### config.mk
export PLATFORM = sky130hd
export DESIGN_NAME = tmsa_ctrl
export DESIGN_NICKNAME = d
export VERILOG_FILES = /design/src/rtl/core/tmsa_pkg.sv /design/src/rtl/core/tmsa_ctrl.sv
export SDC_FILE = /design/constraint.sdc
export NUM_CORES = 1
export LEC_CHECK = 0
export ABC_AREA = 1
export BUFFER_PORTS_ARGS = -buffer_cell sky130_fd_sc_hd__buf_2
export CAP_MARGIN = 20
export CORE_AREA = 2 2 55 57
export CTS_CLUSTER_DIAMETER = 200
export DETAILED_ROUTE_END_ITERATION = 16
export DIE_AREA = 0 0 57 59
export GPL_ROUTABILITY_DRIVEN = 0
export PLACE_DENSITY_LB_ADDON = 0.3
export SLEW_MARGIN = 20
export SYNTH_ARGS = -nofsm -noshare
export SYNTH_HDL_FRONTEND = slang
export SYNTH_SLANG_ARGS = --single-unit
### constraint.sdc
create_clock -name i_clk -period 1.7 [get_ports i_clk]
set_input_delay 0.255 -clock i_clk [delete_from_list [all_inputs] [get_ports i_clk]]
set_output_delay 0.255 -clock i_clk [all_outputs]
set_load 0.05 [all_outputs]
### src/rtl/core/tmsa_pkg.sv
`default_nettype none

package tmsa_pkg;

    // Vertex store geometry. The index fields are fixed at ten bits.
    localparam int VERTEX_DEPTH = 1024;
    localparam int VTX_AW       = $clog2(VERTEX_DEPTH);

    // Widths of the arithmetic.
    localparam int EDGE_W  = 17;   // difference of two Q8.8 coordinates
    localparam int MUL_W   = 18;   // operand width of the shared multiplier
    localparam int PROD_W  = 36;   // product width of the shared multiplier
    localparam int MAG_W   = 34;   // magnitude of one cross product component
    localparam int HALF_W  = 17;   // low half of a magnitude for the squaring passes
    localparam int SQ_W    = 70;   // squared length of the cross product
    localparam int ROOT_W  = 35;   // floor square root of the squared length
    localparam int REM_W   = 36;   // partial remainder of the root iteration
    localparam int AREA_W  = 48;   // running area sum

    localparam int ROOT_STEPS = ROOT_W;

    // Input item.
    typedef struct packed {
        logic               cmd;
        logic [9:0]         vertex_index;
        logic signed [15:0] coord_x;
        logic signed [15:0] coord_y;
        logic signed [15:0] coord_z;
        logic [9:0]         corner_a;
        logic [9:0]         corner_b;
        logic [9:0]         corner_c;
        logic               final_face;
    } t_in_item;

    // Result item.
    typedef struct packed {
        logic [AREA_W-1:0] area_total;
        logic              overflowed;
        logic              mesh_done;
    } t_out_item;

    // Input command codes.
    localparam logic CMD_VERTEX = 1'b0;
    localparam logic CMD_FACE   = 1'b1;

    // Vertex store read address select.
    typedef logic [1:0] t_rd_sel;
    localparam t_rd_sel RD_A = 2'd0;
    localparam t_rd_sel RD_B = 2'd1;
    localparam t_rd_sel RD_C = 2'd2;

    // Multiplier pass kinds.
    typedef logic [2:0] t_mul_kind;
    localparam t_mul_kind MK_CROSS_A = 3'd0;  // first product of a cross component
    localparam t_mul_kind MK_CROSS_B = 3'd1;  // second product, subtracted
    localparam t_mul_kind MK_SQ_HH   = 3'd2;  // high half times high half
    localparam t_mul_kind MK_SQ_HL   = 3'd3;  // high half times low half
    localparam t_mul_kind MK_SQ_LL   = 3'd4;  // low half times low half

    // Commands from the controller to the datapath.
    typedef struct packed {
        logic      vtx_wr;
        logic      start_face;
        t_rd_sel   rd_sel;
        logic      ld_a;
        logic      ld_e1;
        logic      ld_e2;
        logic      mul_go;
        t_mul_kind mul_kind;
        logic [1:0] mul_comp;
        logic      root_init;
        logic      root_step;
        logic      sum_go;
    } t_dp_cmd;

endpackage

`default_nettype wire

### src/rtl/core/tmsa_ctrl.sv
`default_nettype none

module tmsa_ctrl (
    input  wire                 i_clk,
    input  wire                 i_rst_n,
    input  wire                 i_in_valid,
    input  wire                 i_in_cmd,
    output logic                o_in_ready,
    input  wire                 i_out_ready,
    output logic                o_out_valid,
    output tmsa_pkg::t_dp_cmd   o_cmd
);

    localparam logic [3:0] ST_IDLE      = 4'd0;
    localparam logic [3:0] ST_RD_B      = 4'd1;
    localparam logic [3:0] ST_RD_C      = 4'd2;
    localparam logic [3:0] ST_EDGE      = 4'd3;
    localparam logic [3:0] ST_MUL       = 4'd4;
    localparam logic [3:0] ST_DRAIN     = 4'd5;
    localparam logic [3:0] ST_ROOT_INIT = 4'd6;
    localparam logic [3:0] ST_ROOT      = 4'd7;
    localparam logic [3:0] ST_SUM       = 4'd8;

    localparam int ITER_W = $clog2(tmsa_pkg::ROOT_STEPS);

    logic [3:0]        r_state, n_state;
    logic              r_sq_phase, n_sq_phase;
    logic [1:0]        r_comp, n_comp;
    logic [1:0]        r_part, n_part;
    logic [ITER_W-1:0] r_iter, n_iter;
    logic              r_out_valid, n_out_valid;
    logic              in_fire;
    logic              out_free;

    // The input is held off while reset is asserted.
    assign o_in_ready  = i_rst_n && (r_state == ST_IDLE);
    assign in_fire     = i_in_valid && o_in_ready;
    assign out_free    = !r_out_valid || i_out_ready;
    assign o_out_valid = r_out_valid;

    always_comb begin
        n_state     = r_state;
        n_sq_phase  = r_sq_phase;
        n_comp      = r_comp;
        n_part      = r_part;
        n_iter      = r_iter;
        n_out_valid = r_out_valid && !i_out_ready;

        o_cmd            = '0;
        o_cmd.rd_sel     = tmsa_pkg::RD_A;
        o_cmd.mul_kind   = tmsa_pkg::MK_CROSS_A;
        o_cmd.mul_comp   = r_comp;

        unique case (r_state)
            ST_IDLE: begin
                o_cmd.rd_sel = tmsa_pkg::RD_A;
                if (in_fire) begin
                    if (i_in_cmd == tmsa_pkg::CMD_FACE) begin
                        o_cmd.start_face = 1'b1;
                        n_state          = ST_RD_B;
                    end else begin
                        o_cmd.vtx_wr = 1'b1;
                    end
                end
            end
            ST_RD_B: begin
                o_cmd.rd_sel = tmsa_pkg::RD_B;
                o_cmd.ld_a   = 1'b1;
                n_state      = ST_RD_C;
            end
            ST_RD_C: begin
                o_cmd.rd_sel = tmsa_pkg::RD_C;
                o_cmd.ld_e1  = 1'b1;
                n_state      = ST_EDGE;
            end
            ST_EDGE: begin
                o_cmd.ld_e2 = 1'b1;
                n_sq_phase  = 1'b0;
                n_comp      = 2'd0;
                n_part      = 2'd0;
                n_state     = ST_MUL;
            end
            ST_MUL: begin
                o_cmd.mul_go = 1'b1;
                if (!r_sq_phase) begin
                    // Two products per cross product component.
                    o_cmd.mul_kind = r_part[0] ? tmsa_pkg::MK_CROSS_B
                                               : tmsa_pkg::MK_CROSS_A;
                    if (r_part[0]) begin
                        n_part = 2'd0;
                        if (r_comp == 2'd2) begin
                            n_comp     = 2'd0;
                            n_sq_phase = 1'b1;
                        end else begin
                            n_comp = r_comp + 2'd1;
                        end
                    end else begin
                        n_part = 2'd1;
                    end
                end else begin
                    // Three partial products per squared magnitude.
                    priority case (r_part)
                        2'd0:    o_cmd.mul_kind = tmsa_pkg::MK_SQ_HH;
                        2'd1:    o_cmd.mul_kind = tmsa_pkg::MK_SQ_HL;
                        default: o_cmd.mul_kind = tmsa_pkg::MK_SQ_LL;
                    endcase
                    if (r_part == 2'd2) begin
                        n_part = 2'd0;
                        if (r_comp == 2'd2) begin
                            n_comp  = 2'd0;
                            n_state = ST_DRAIN;
                        end else begin
                            n_comp = r_comp + 2'd1;
                        end
                    end else begin
                        n_part = r_part + 2'd1;
                    end
                end
            end
            ST_DRAIN: begin
                n_state = ST_ROOT_INIT;
            end
            ST_ROOT_INIT: begin
                o_cmd.root_init = 1'b1;
                n_iter          = '0;
                n_state         = ST_ROOT;
            end
            ST_ROOT: begin
                o_cmd.root_step = 1'b1;
                if (r_iter == ITER_W'(tmsa_pkg::ROOT_STEPS - 1)) begin
                    n_state = ST_SUM;
                end else begin
                    n_iter = r_iter + ITER_W'(1);
                end
            end
            ST_SUM: begin
                if (out_free) begin
                    o_cmd.sum_go = 1'b1;
                    n_out_valid  = 1'b1;
                    n_state      = ST_IDLE;
                end
            end
            default: begin
                n_state = ST_IDLE;
            end
        endcase
    end

    always_ff @(posedge i_clk) begin
        if (!i_rst_n) begin
            r_state     <= ST_IDLE;
            r_sq_phase  <= 1'b0;
            r_comp      <= 2'd0;
            r_part      <= 2'd0;
            r_iter      <= '0;
            r_out_valid <= 1'b0;
        end else begin
            r_state     <= n_state;
            r_sq_phase  <= n_sq_phase;
            r_comp      <= n_comp;
            r_part      <= n_part;
            r_iter      <= n_iter;
            r_out_valid <= n_out_valid;
        end
    end

endmodule

`default_nettype wire

==> flow_metrics.tcl, run 1 <==
set metrics [dict create \
    outcome "completed" \
    grt_pass1_wl_mm 4.13 \
    avgSynthCellArea_um2 6.71 \
    track_usage_pct 15.6 \
    yosysUniqueCellTypes 25 \
    dp_hpwl_mm 1.82 \
    fin_crit_sh_pct 99.6 \
    synth_top_cell_area_share_pct 30.6 \
    min_path_type "primary input to flop" \
    rsz0062_at_grt "true" \
    num_antenna_cells 0 \
    setup.worst_path.start_class "flop" \
    max_freq_ghz 0.591 \
    critPathMaxFanout 7 \
    synth_area_um2 1050 \
    io_pins 23 \
    synth_commonest_cells "nor2_1 (25), nand2_1 (22), inv_1 (20)" \
    seq_area_frac_synth_pct 30.6 \
    hold_buffers 0 \
    ir_drop_v 0.000763 \
    r2r_end "r_iter[1]$_SDFFE_PN0P_" \
    async_reset_ff_share_pct 0 \
    grt_max_degree 12 \
    htree_num_levels 1 \
    max_stage_delay_ns 0.38 \
    whs_ns 0.226 \
    worstSetupEndpointType "primary output" \
    port_buffers 22 \
    min_period_ns 1.69 \
    rows 19 \
    slew_viol_final 0 \
    yosys_warnings 0 \
    hold_viol 0 \
    worst_slack_ns 0.00704 \
    die_h_um 59 \
    die_w_um 57 \
    drt-initial-drc-count 39 \
    worst_pin_slew_ns 0.331 \
    grt_pass1_vias 950 \
    post-route-drc-count 0 \
    power.density_nw_per_um2 1370 \
    cts_tree "yes" \
    setup_viol 0 \
    final_antenna_net_count 0 \
    nets 196 \
    wl_per_cell_um 11.5 \
    via_per_inst 4.96 \
    dp_slack_ns 0.229 \
    critical_path_class "flop to primary output" \
    root_buffer "clkbuf_4" \
    maxSlewHeadroom_pct 77.8 \
    ys.flop_type "dfxtp_1" \
    p_leak_nw 0.660 \
    min_to "o_out_valid$_SDFF_PN0_" \
    r2r_slack_ns 0.20 \
    r2r-start "r_iter[0]$_SDFFE_PN0P_" \
    finClkSkew_ns 0.000799 \
    r2r_cells 9 \
    yosys.area.top_type "dfxtp_1" \
    design_area_um2 1420 \
    path_cells "inv_4 > nand2_4 > nor2_8 > inv_6 > nor3_4 > buf_6" \
    clkTransAtPathRegs_ns 0.10 \
    synth.most_common_cell "nor2_1" \
    synth_area_leaders "dfxtp_1 (31%), nor2_1 (9.0%), nand2_1 (7.9%), inv_1 (7.2%), a21oi_1 (6.2%)" \
    synth_edf_count 0 \
    arrival_ns 1.44 \
    cts_buffers 3 \
    core-area_um2 2710 \
    firstDrtPassIters 4 \
    synthCells 156 \
    critPathSlowestCell "dfxtp_4" \
    placed_area_um2 1250 \
    syn_nets 163 \
    synth_seq_cells 16 \
    critPathRequiredTime_ns 1.44 \
    syn_to_final_growth_pct 36.1 \
    overflow 0 \
    antenna_found_initial 0 \
    hp-start "i_out_ready" \
    start_util_pct 38.6 \
    vias 1087 \
    hold_path_depth 4 \
    drive_above_1_share_pct 40.4 \
    cts_sinks 16 \
    wl_mm 2.51 \
    maxCapViolCount 0 \
    clk_path_buf_depth 2 \
    die-area_um2 3360 \
    clk_latency_ns 0.29 \
]
-- flip-flops by register name (all words and copies together), names as in the netlist --
register / cells
r_part: 2
r_comp: 2
r_iter: 6
o_out_valid: 1
r_state: 4
r_sq_phase: 1
-- critical path: cells and delay by family (launching register included) --
kind                   cells  cell delay, ns
buffers and inverters      3            0.32
flip-flops                 1            0.38
AND/OR/NAND/NOR            3            0.43
-- routing by layer --
layer	routed length [um]	GRT usage [%]	part of all wire (%)
met4	15	4.32	0.60
met2	1300	26.6	52
met1	1110	19.3	44
met3	83	4.59	3.3
met5	0	0	0
-- through the flow --
stage | std cells | utilization (%) | total power [W] | setup TNS [ns]
after floorplan | 156 | - | 0.00135 | -0.408
after global placement | 207 | 46.0 | 0.00149 | 0
after detailed placement | 207 | 46.0 | 0.00150 | 0
after CTS | 212 | 48.8 | 0.00180 | 0
after global routing | 219 | 52.5 | 0.00207 | -0.265
final | 219 | 52.5 | 0.00195 | 0
-- cell usage in the layout (no fill, tap or decap), types with 4 or more instances in the layout --
master	instances
a21oi_1	13
buf_2	10
buf_4	15
buf_6	4
clkbuf_4	5
dfxtp_1	12
dfxtp_4	4
inv_1	18
inv_2	5
nand2_1	21
nand2_2	4
nand3_1	13
nor2_1	21
nor3_2	4
o21ai_0	4
-- power breakdown --
group | switching, W | internal, W
Combinational | 0.000769 | 0.000390
Sequential | 0.0000874 | 0.000443
Clock | 0.000130 | 0.000131
-- worst max path at each step --
stage                            start                     end  slack (ns)  cells past startpoint
2_1_floorplan  r_state[0]$_SDFFE_PN0P_               o_cmd[12]       -0.09                      3
3_3_place_gp                   i_rst_n               o_cmd[14]        0.26                      6
3_5_place_dp    r_iter[0]$_SDFFE_PN0P_  r_iter[1]$_SDFFE_PN0P_        0.23                      9
4_1_cts        r_state[1]$_SDFFE_PN0P_               o_cmd[15]       0.004                      6
5_1_grt        r_state[3]$_SDFFE_PN0P_                o_cmd[6]       -0.07                      6
6_report       r_state[3]$_SDFFE_PN0P_                o_cmd[6]       0.007                      6
-- repair_timing --
action / 4_1_cts / 5_1_grt
setup endpoints to repair: 6 / 5
setup buffers: 1 / 7
gates resized for setup: 12 / 22
pin swaps: 2 / 8
-- cell families (layout without fill, tap and decap cells) --
logic type      after synthesis  in the layout  synth area share (%)
compound gates               24             24                  13.5
buf+inv                      31             63                  12.1
simple gates                 83             83                  41.4
fa+ha+maj                     2              2                  2.39
flops                        16             16                  30.6
-- layout make-up --
| type | count | area [um2] |
|---|---|---|
| Clock buffer | 4 | 36.3 |
| Fill cell | 269 | 1290 |
| Inverter | 28 | 123 |
| Multi-Input combinational cell | 109 | 668 |
| Sequential cell | 16 | 335 |
| Tap cell | 31 | 38.8 |
| Timing Repair Buffer | 31 | 223 |
Power figures use the tool's default switching activity.
==> run 2, diff against run 1 <==
- CORE_AREA: 2 2 55 57 -> 2 2 49 51
- DIE_AREA: 0 0 57 59 -> 0 0 51 53
- REMOVE_ABC_BUFFERS: default -> 1
- SLEW_MARGIN: 20 -> default
==> run 2 against run 1 <==
Effect of this change:
- the run now ends with negative setup slack left
- sequential share of layout area is 1.8 points higher
- combinational power shrank 14%
- non-clock buffer count shrank 6
- first-iteration DRC count decreased by 28%
- flip-flop and latch count is the same
- design area is 8.9% lower
- count of clock-buffer cells in the layout is the same
- cell count down 4.1%
- power down 8.5%
- setup slack got worse by 0.056 ns
- maximum frequency is 3.2% lower
- register-to-register slack about the same
- highest routed layer unchanged
==> flow_metrics.tcl, run 2 (synthesis gave the netlist of run 1 again) <==
set metrics [dict create \
    wl_mm 2.36 \
    p_int_w 0.000859 \
    maxCapViolCount 0 \
    clk_latency_ns 0.29 \
    num_antenna_cells 0 \
    outcome "finished with violations" \
    critPathRequiredTime_ns 1.44 \
    p_sw_share_pct 51.9 \
    syn_to_final_growth_pct 24.0 \
    maxSlewHeadroom_pct 77.1 \
    drive_above_1_share_pct 35.7 \
    overflow 0 \
    die_h_um 53 \
    post-route-drc-count 0 \
    rows 17 \
    hold_viol 0 \
    finClkSkew_ns 0.00658 \
    root_buffer "clkbuf_4" \
    power.density_nw_per_um2 1380 \
    core-area_um2 2150 \
    switching_power_w 0.000926 \
    die-area_um2 2700 \
    antenna_found_initial 0 \
    drt-initial-drc-count 28 \
    cts_tree "yes" \
    power_frac_clock_pct 14.5 \
    fin_cells 210 \
    dp_hpwl_mm 1.71 \
    min_path_type "primary input to flop" \
    power_frac_comb_pct 56.2 \
    vias 1102 \
    slew_viol_final 0 \
    grt_pass1_wl_mm 3.84 \
    firstDrtPassIters 4 \
    final_antenna_net_count 0 \
    largest_reg_flops 6 \
    seqPwrFrac_pct 29.3 \
    fin_crit_sh_pct 103 \
    whs_ns 0.239 \
    largest_registers "r_iter (6), r_state (4)" \
    clk_path_buf_depth 2 \
    worst_pin_slew_ns 0.341 \
    final_cell_mix "nand2_1 (22), nor2_1 (22), inv_1 (18)" \
    wl_per_cell_um 11.2 \
    via_per_inst 5.25 \
    setup_viol 2 \
    die_w_um 51 \
    setup.worst_path.start_class "flop" \
    cts_buffers 3 \
    min_period_ns 1.75 \
    ir_drop_v 0.000987 \
    start_util_pct 48.7 \
    htree_num_levels 1 \
    nets 190 \
    io_pins 23 \
    critical_path_class "flop to primary output" \
    worstSetupEndpointType "primary output" \
    track_usage_pct 18.9 \
    dp_cells 204 \
    grt_pass1_vias 967 \
    top_register "r_iter" \
    max_freq_ghz 0.572 \
    worst_slack_ns -0.0493 \
    port_buffers 22 \
    critPathMaxFanout 4 \
    clkTransAtPathRegs_ns 0.10 \
    cts_sinks 16 \
    grt_max_degree 12 \
    hold_buffers 0 \
    arrival_ns 1.49 \
    violations "negative setup slack" \
    rsz0062_at_grt "true" \
    p_leak_nw 0.618 \
]
[run 2: cell count changes in the layout (fill, tap and decap cells not counted), moves of 2 or more]
cell     delta
buf_2       +5
buf_4      -10
dfxtp_4     -2
inv_2       +4
inv_4       -2
inv_6       -2
nor2_4      -2
nor3_1      +2
[run 2: critical path, cell delays in order, from the launching register on]
cell and delay [ns]:
dfxtp_2 0.37, nor2_4 0.13, inv_2 0.06, nor3_2 0.22, nand2_1 0.13, nor2_2 0.14, buf_6 0.16
[run 2: path summary, 6_finish.rpt]
path,startpoint,to,slack (ns),depth (start not counted)
setup / recovery,r_state[3]$_SDFFE_PN0P_,o_cmd[14],-0.05,6
hold / removal,i_out_ready,o_out_valid$_SDFF_PN0_,0.24,4
setup reg to reg,r_iter[0]$_SDFFE_PN0P_,r_iter[3]$_SDFFE_PN0P_,0.19,10
hold reg to reg,r_iter[5]$_SDFFE_PN0P_,r_iter[5]$_SDFFE_PN0P_,0.48,2
[run 2: final cells by class]
class	count	area, um2
clock buffer	4	36.3
fill	187	851
inverter	28	108
multi-input combinational	109	628
sequential	16	329
tap	28	35.0
timing repair buffer	25	161
[run 2: stage by stage]
| step | total power [W] | setup TNS (ns) | worst slack [ns] | utilization (%) | cell area (um2) |
|---|---|---|---|---|---|
| CTS | 0.00172 | 0 | 0.00120 | 57.9 | 1240 |
| global route | 0.00189 | -0.289 | -0.145 | 60.4 | 1300 |
| detailed placement | 0.00143 | 0 | 0.179 | 54.9 | 1180 |
| finish | 0.00178 | -0.0721 | -0.0493 | 60.4 | 1300 |
| floorplan | 0.00126 | -8.18 | -1.18 | - | 1030 |
| global placement | 0.00142 | 0 | 0.230 | 54.9 | 1180 |
[run 2: what timing repair did]
item / CTS / global route
buffers inserted: 0 / 2
pin swaps: 0 / 5
gates resized for setup: 11 / 14
setup endpoints to repair: 7 / 11
[run 2: per-layer routing]
layer	routed length, um	vias up	GRT usage [%]
met5	0	-	0
met2	1150	27	34.4
li1	-	552	-
met3	97	4	3.39
met1	1080	519	21.1
met4	25	0	9.46
[run 2: power groups by stage]
stage                     combinational, W  sequential [W]  clock, W
after floorplan                   0.000729        0.000529         0
after global placement            0.000906        0.000509         0
after detailed placement          0.000919        0.000512         0
after CTS                         0.000942        0.000509  0.000264
after global routing               0.00108        0.000529  0.000281
final                              0.00100        0.000522  0.000259
==> run 3, diff against run 2 <==
- BUFFER_PORTS_ARGS: -buffer_cell sky130_fd_sc_hd__buf_2 -> -buffer_cell sky130_fd_sc_hd__buf_4
- CTS_CLUSTER_DIAMETER: 200 -> default
==> run 3 against run 2 <==
Effect of this change:
- the flow still finishes with violations (negative setup slack)
- combinational power up 7%
- die area unchanged
- setup slack better by 0.033 ns
- via count grew 0.45%
- count of clock-buffer cells in the layout unchanged
- register-to-register slack is essentially flat
- cell count grew 0.95%
- critical path type unchanged
- clock power rose by 2%
- first-iteration DRC count rose by 25%
- largest power group unchanged
==> flow_metrics.tcl, run 3 (synthesis gave the netlist of run 1 again) <==
set metrics [dict create \
    start_util_pct 48.7 \
    worstSetupEndpointType "primary output" \
    p_leak_nw 0.632 \
    die_h_um 53 \
    hold_buffers 0 \
    maxCapViolCount 0 \
    cts_tree "yes" \
    slew_viol_final 0 \
    cts_sinks 16 \
    power.density_nw_per_um2 1360 \
    port_buffers 22 \
    rsz0062_at_grt "true" \
    maxSlewHeadroom_pct 78.3 \
    dp_slack_ns 0.205 \
    grt_max_degree 11 \
    via_per_inst 5.22 \
    firstDrtPassIters 4 \
    die_w_um 51 \
    num_antenna_cells 0 \
    track_usage_pct 20.4 \
    violations "negative setup slack" \
    worst_pin_slew_ns 0.324 \
    whs_ns 0.228 \
    hold_viol 0 \
    met3_usage_pct 3.39 \
    use_met1_pct 22.5 \
    vias 1107 \
    crit_family "simple AND/OR/NAND/NOR gates" \
    finClkSkew_ns 0.00366 \
    largest_registers "r_iter (6), r_state (4)" \
    clk_path_buf_depth 2 \
    outcome "finished with violations" \
    cts_buffers 3 \
    setup.worst_path.start_class "flop" \
    drive_above_1_share_pct 37.5 \
    root_buffer "clkbuf_4" \
    drt-initial-drc-count 35 \
    post-route-drc-count 0 \
    core-area_um2 2150 \
    syn_to_final_growth_pct 30.4 \
    wl_mm 2.54 \
    min_period_ns 1.72 \
    top_register "r_iter" \
    final_cell_mix "buf_4 (23), nor2_1 (22), nand2_1 (21)" \
    critical_path_class "flop to primary output" \
    ir_drop_v 0.000806 \
    crit_buf_inv 2 \
    critPathSlowestCell "dfxtp_4" \
    final_antenna_net_count 0 \
    antenna_found_initial 0 \
    die-area_um2 2700 \
    overflow 0 \
    worst_slack_ns -0.0163 \
    wl_per_cell_um 12.0 \
    use_met2_pct 35.5 \
    min_path_type "primary input to flop" \
    critPathMaxFanout 4 \
    critPathRequiredTime_ns 1.44 \
    final_common_cell "buf_4" \
    largest_reg_flops 6 \
    busiest_layer "met2" \
    grt_pass1_wl_mm 4.08 \
    path_cells "nor2_4 > inv_2 > nor3_4 > nand2_2 > nor2_2 > buf_6" \
    clkTransAtPathRegs_ns 0.10 \
    rows 17 \
    dp_hpwl_mm 1.82 \
    fin_crit_sh_pct 101 \
    arrival_ns 1.46 \
    htree_num_levels 1 \
    io_pins 23 \
    max_stage_delay_ns 0.38 \
    max_freq_ghz 0.583 \
    nets 192 \
    clk_latency_ns 0.30 \
    grt_pass1_vias 1017 \
    setup_viol 2 \
]
## run 3: stage by stage
stage | power, W | utilization (%) | cell area [um2] | instances | setup TNS [ns]
3_3_place_gp | 0.00147 | 57.5 | 1230 | 204 | 0
6_report | 0.00185 | 63.5 | 1360 | 212 | -0.0274
4_1_cts | 0.00178 | 60.4 | 1300 | 208 | 0
3_5_place_dp | 0.00149 | 57.5 | 1230 | 204 | 0
2_1_floorplan | 0.00126 | - | 1030 | 153 | -8.18
5_1_grt | 0.00196 | 63.5 | 1360 | 212 | -0.210
## run 3: worst min-delay path: stages
cell     delay (ns)
buf_4          0.14
nand2_1        0.07
nor2_1         0.03
## run 3: worst paths after layout
path                                 from                 endpoint  slack (ns)  cells after the start
setup / recovery  r_state[3]$_SDFFE_PN0P_                o_cmd[15]       -0.02                      6
setup reg to reg   r_iter[0]$_SDFFE_PN0P_   r_iter[4]$_SDFFE_PN0P_        0.20                     10
hold / removal                    i_rst_n  r_state[2]$_SDFFE_PN0P_        0.23                      3
hold reg to reg   r_sq_phase$_SDFFE_PN0P_  r_sq_phase$_SDFFE_PN0P_        0.50                      2
## run 3: power by group
group / switching [W] / internal (W) / leakage (nW) / total [W]
clock network: 0.000135 / 0.000131 / 0.0210 / 0.000265
registers: 0.0000819 / 0.000434 / 0.132 / 0.000516
logic: 0.000728 / 0.000341 / 0.479 / 0.00107
## run 3: layer usage
metal | vias up | wire [um]
met5 | - | 0
met4 | 0 | 53
met3 | 8 | 178
met2 | 42 | 1230
met1 | 503 | 1080
li1 | 554 | -
## run 3: area by class of cell
type / instances / area, um2
fill: 186 / 785
multi-input combinational: 109 / 637
sequential: 16 / 330
timing repair buffer: 27 / 218
inverter: 28 / 108
clock buffer: 4 / 36.3
tap: 28 / 35.0
## run 3: repair_timing
item,CTS,global route
setup buffers,0,4
resized for setup,10,11
pin swaps,1,4
setup endpoints to repair,8,8
cloned,0,0
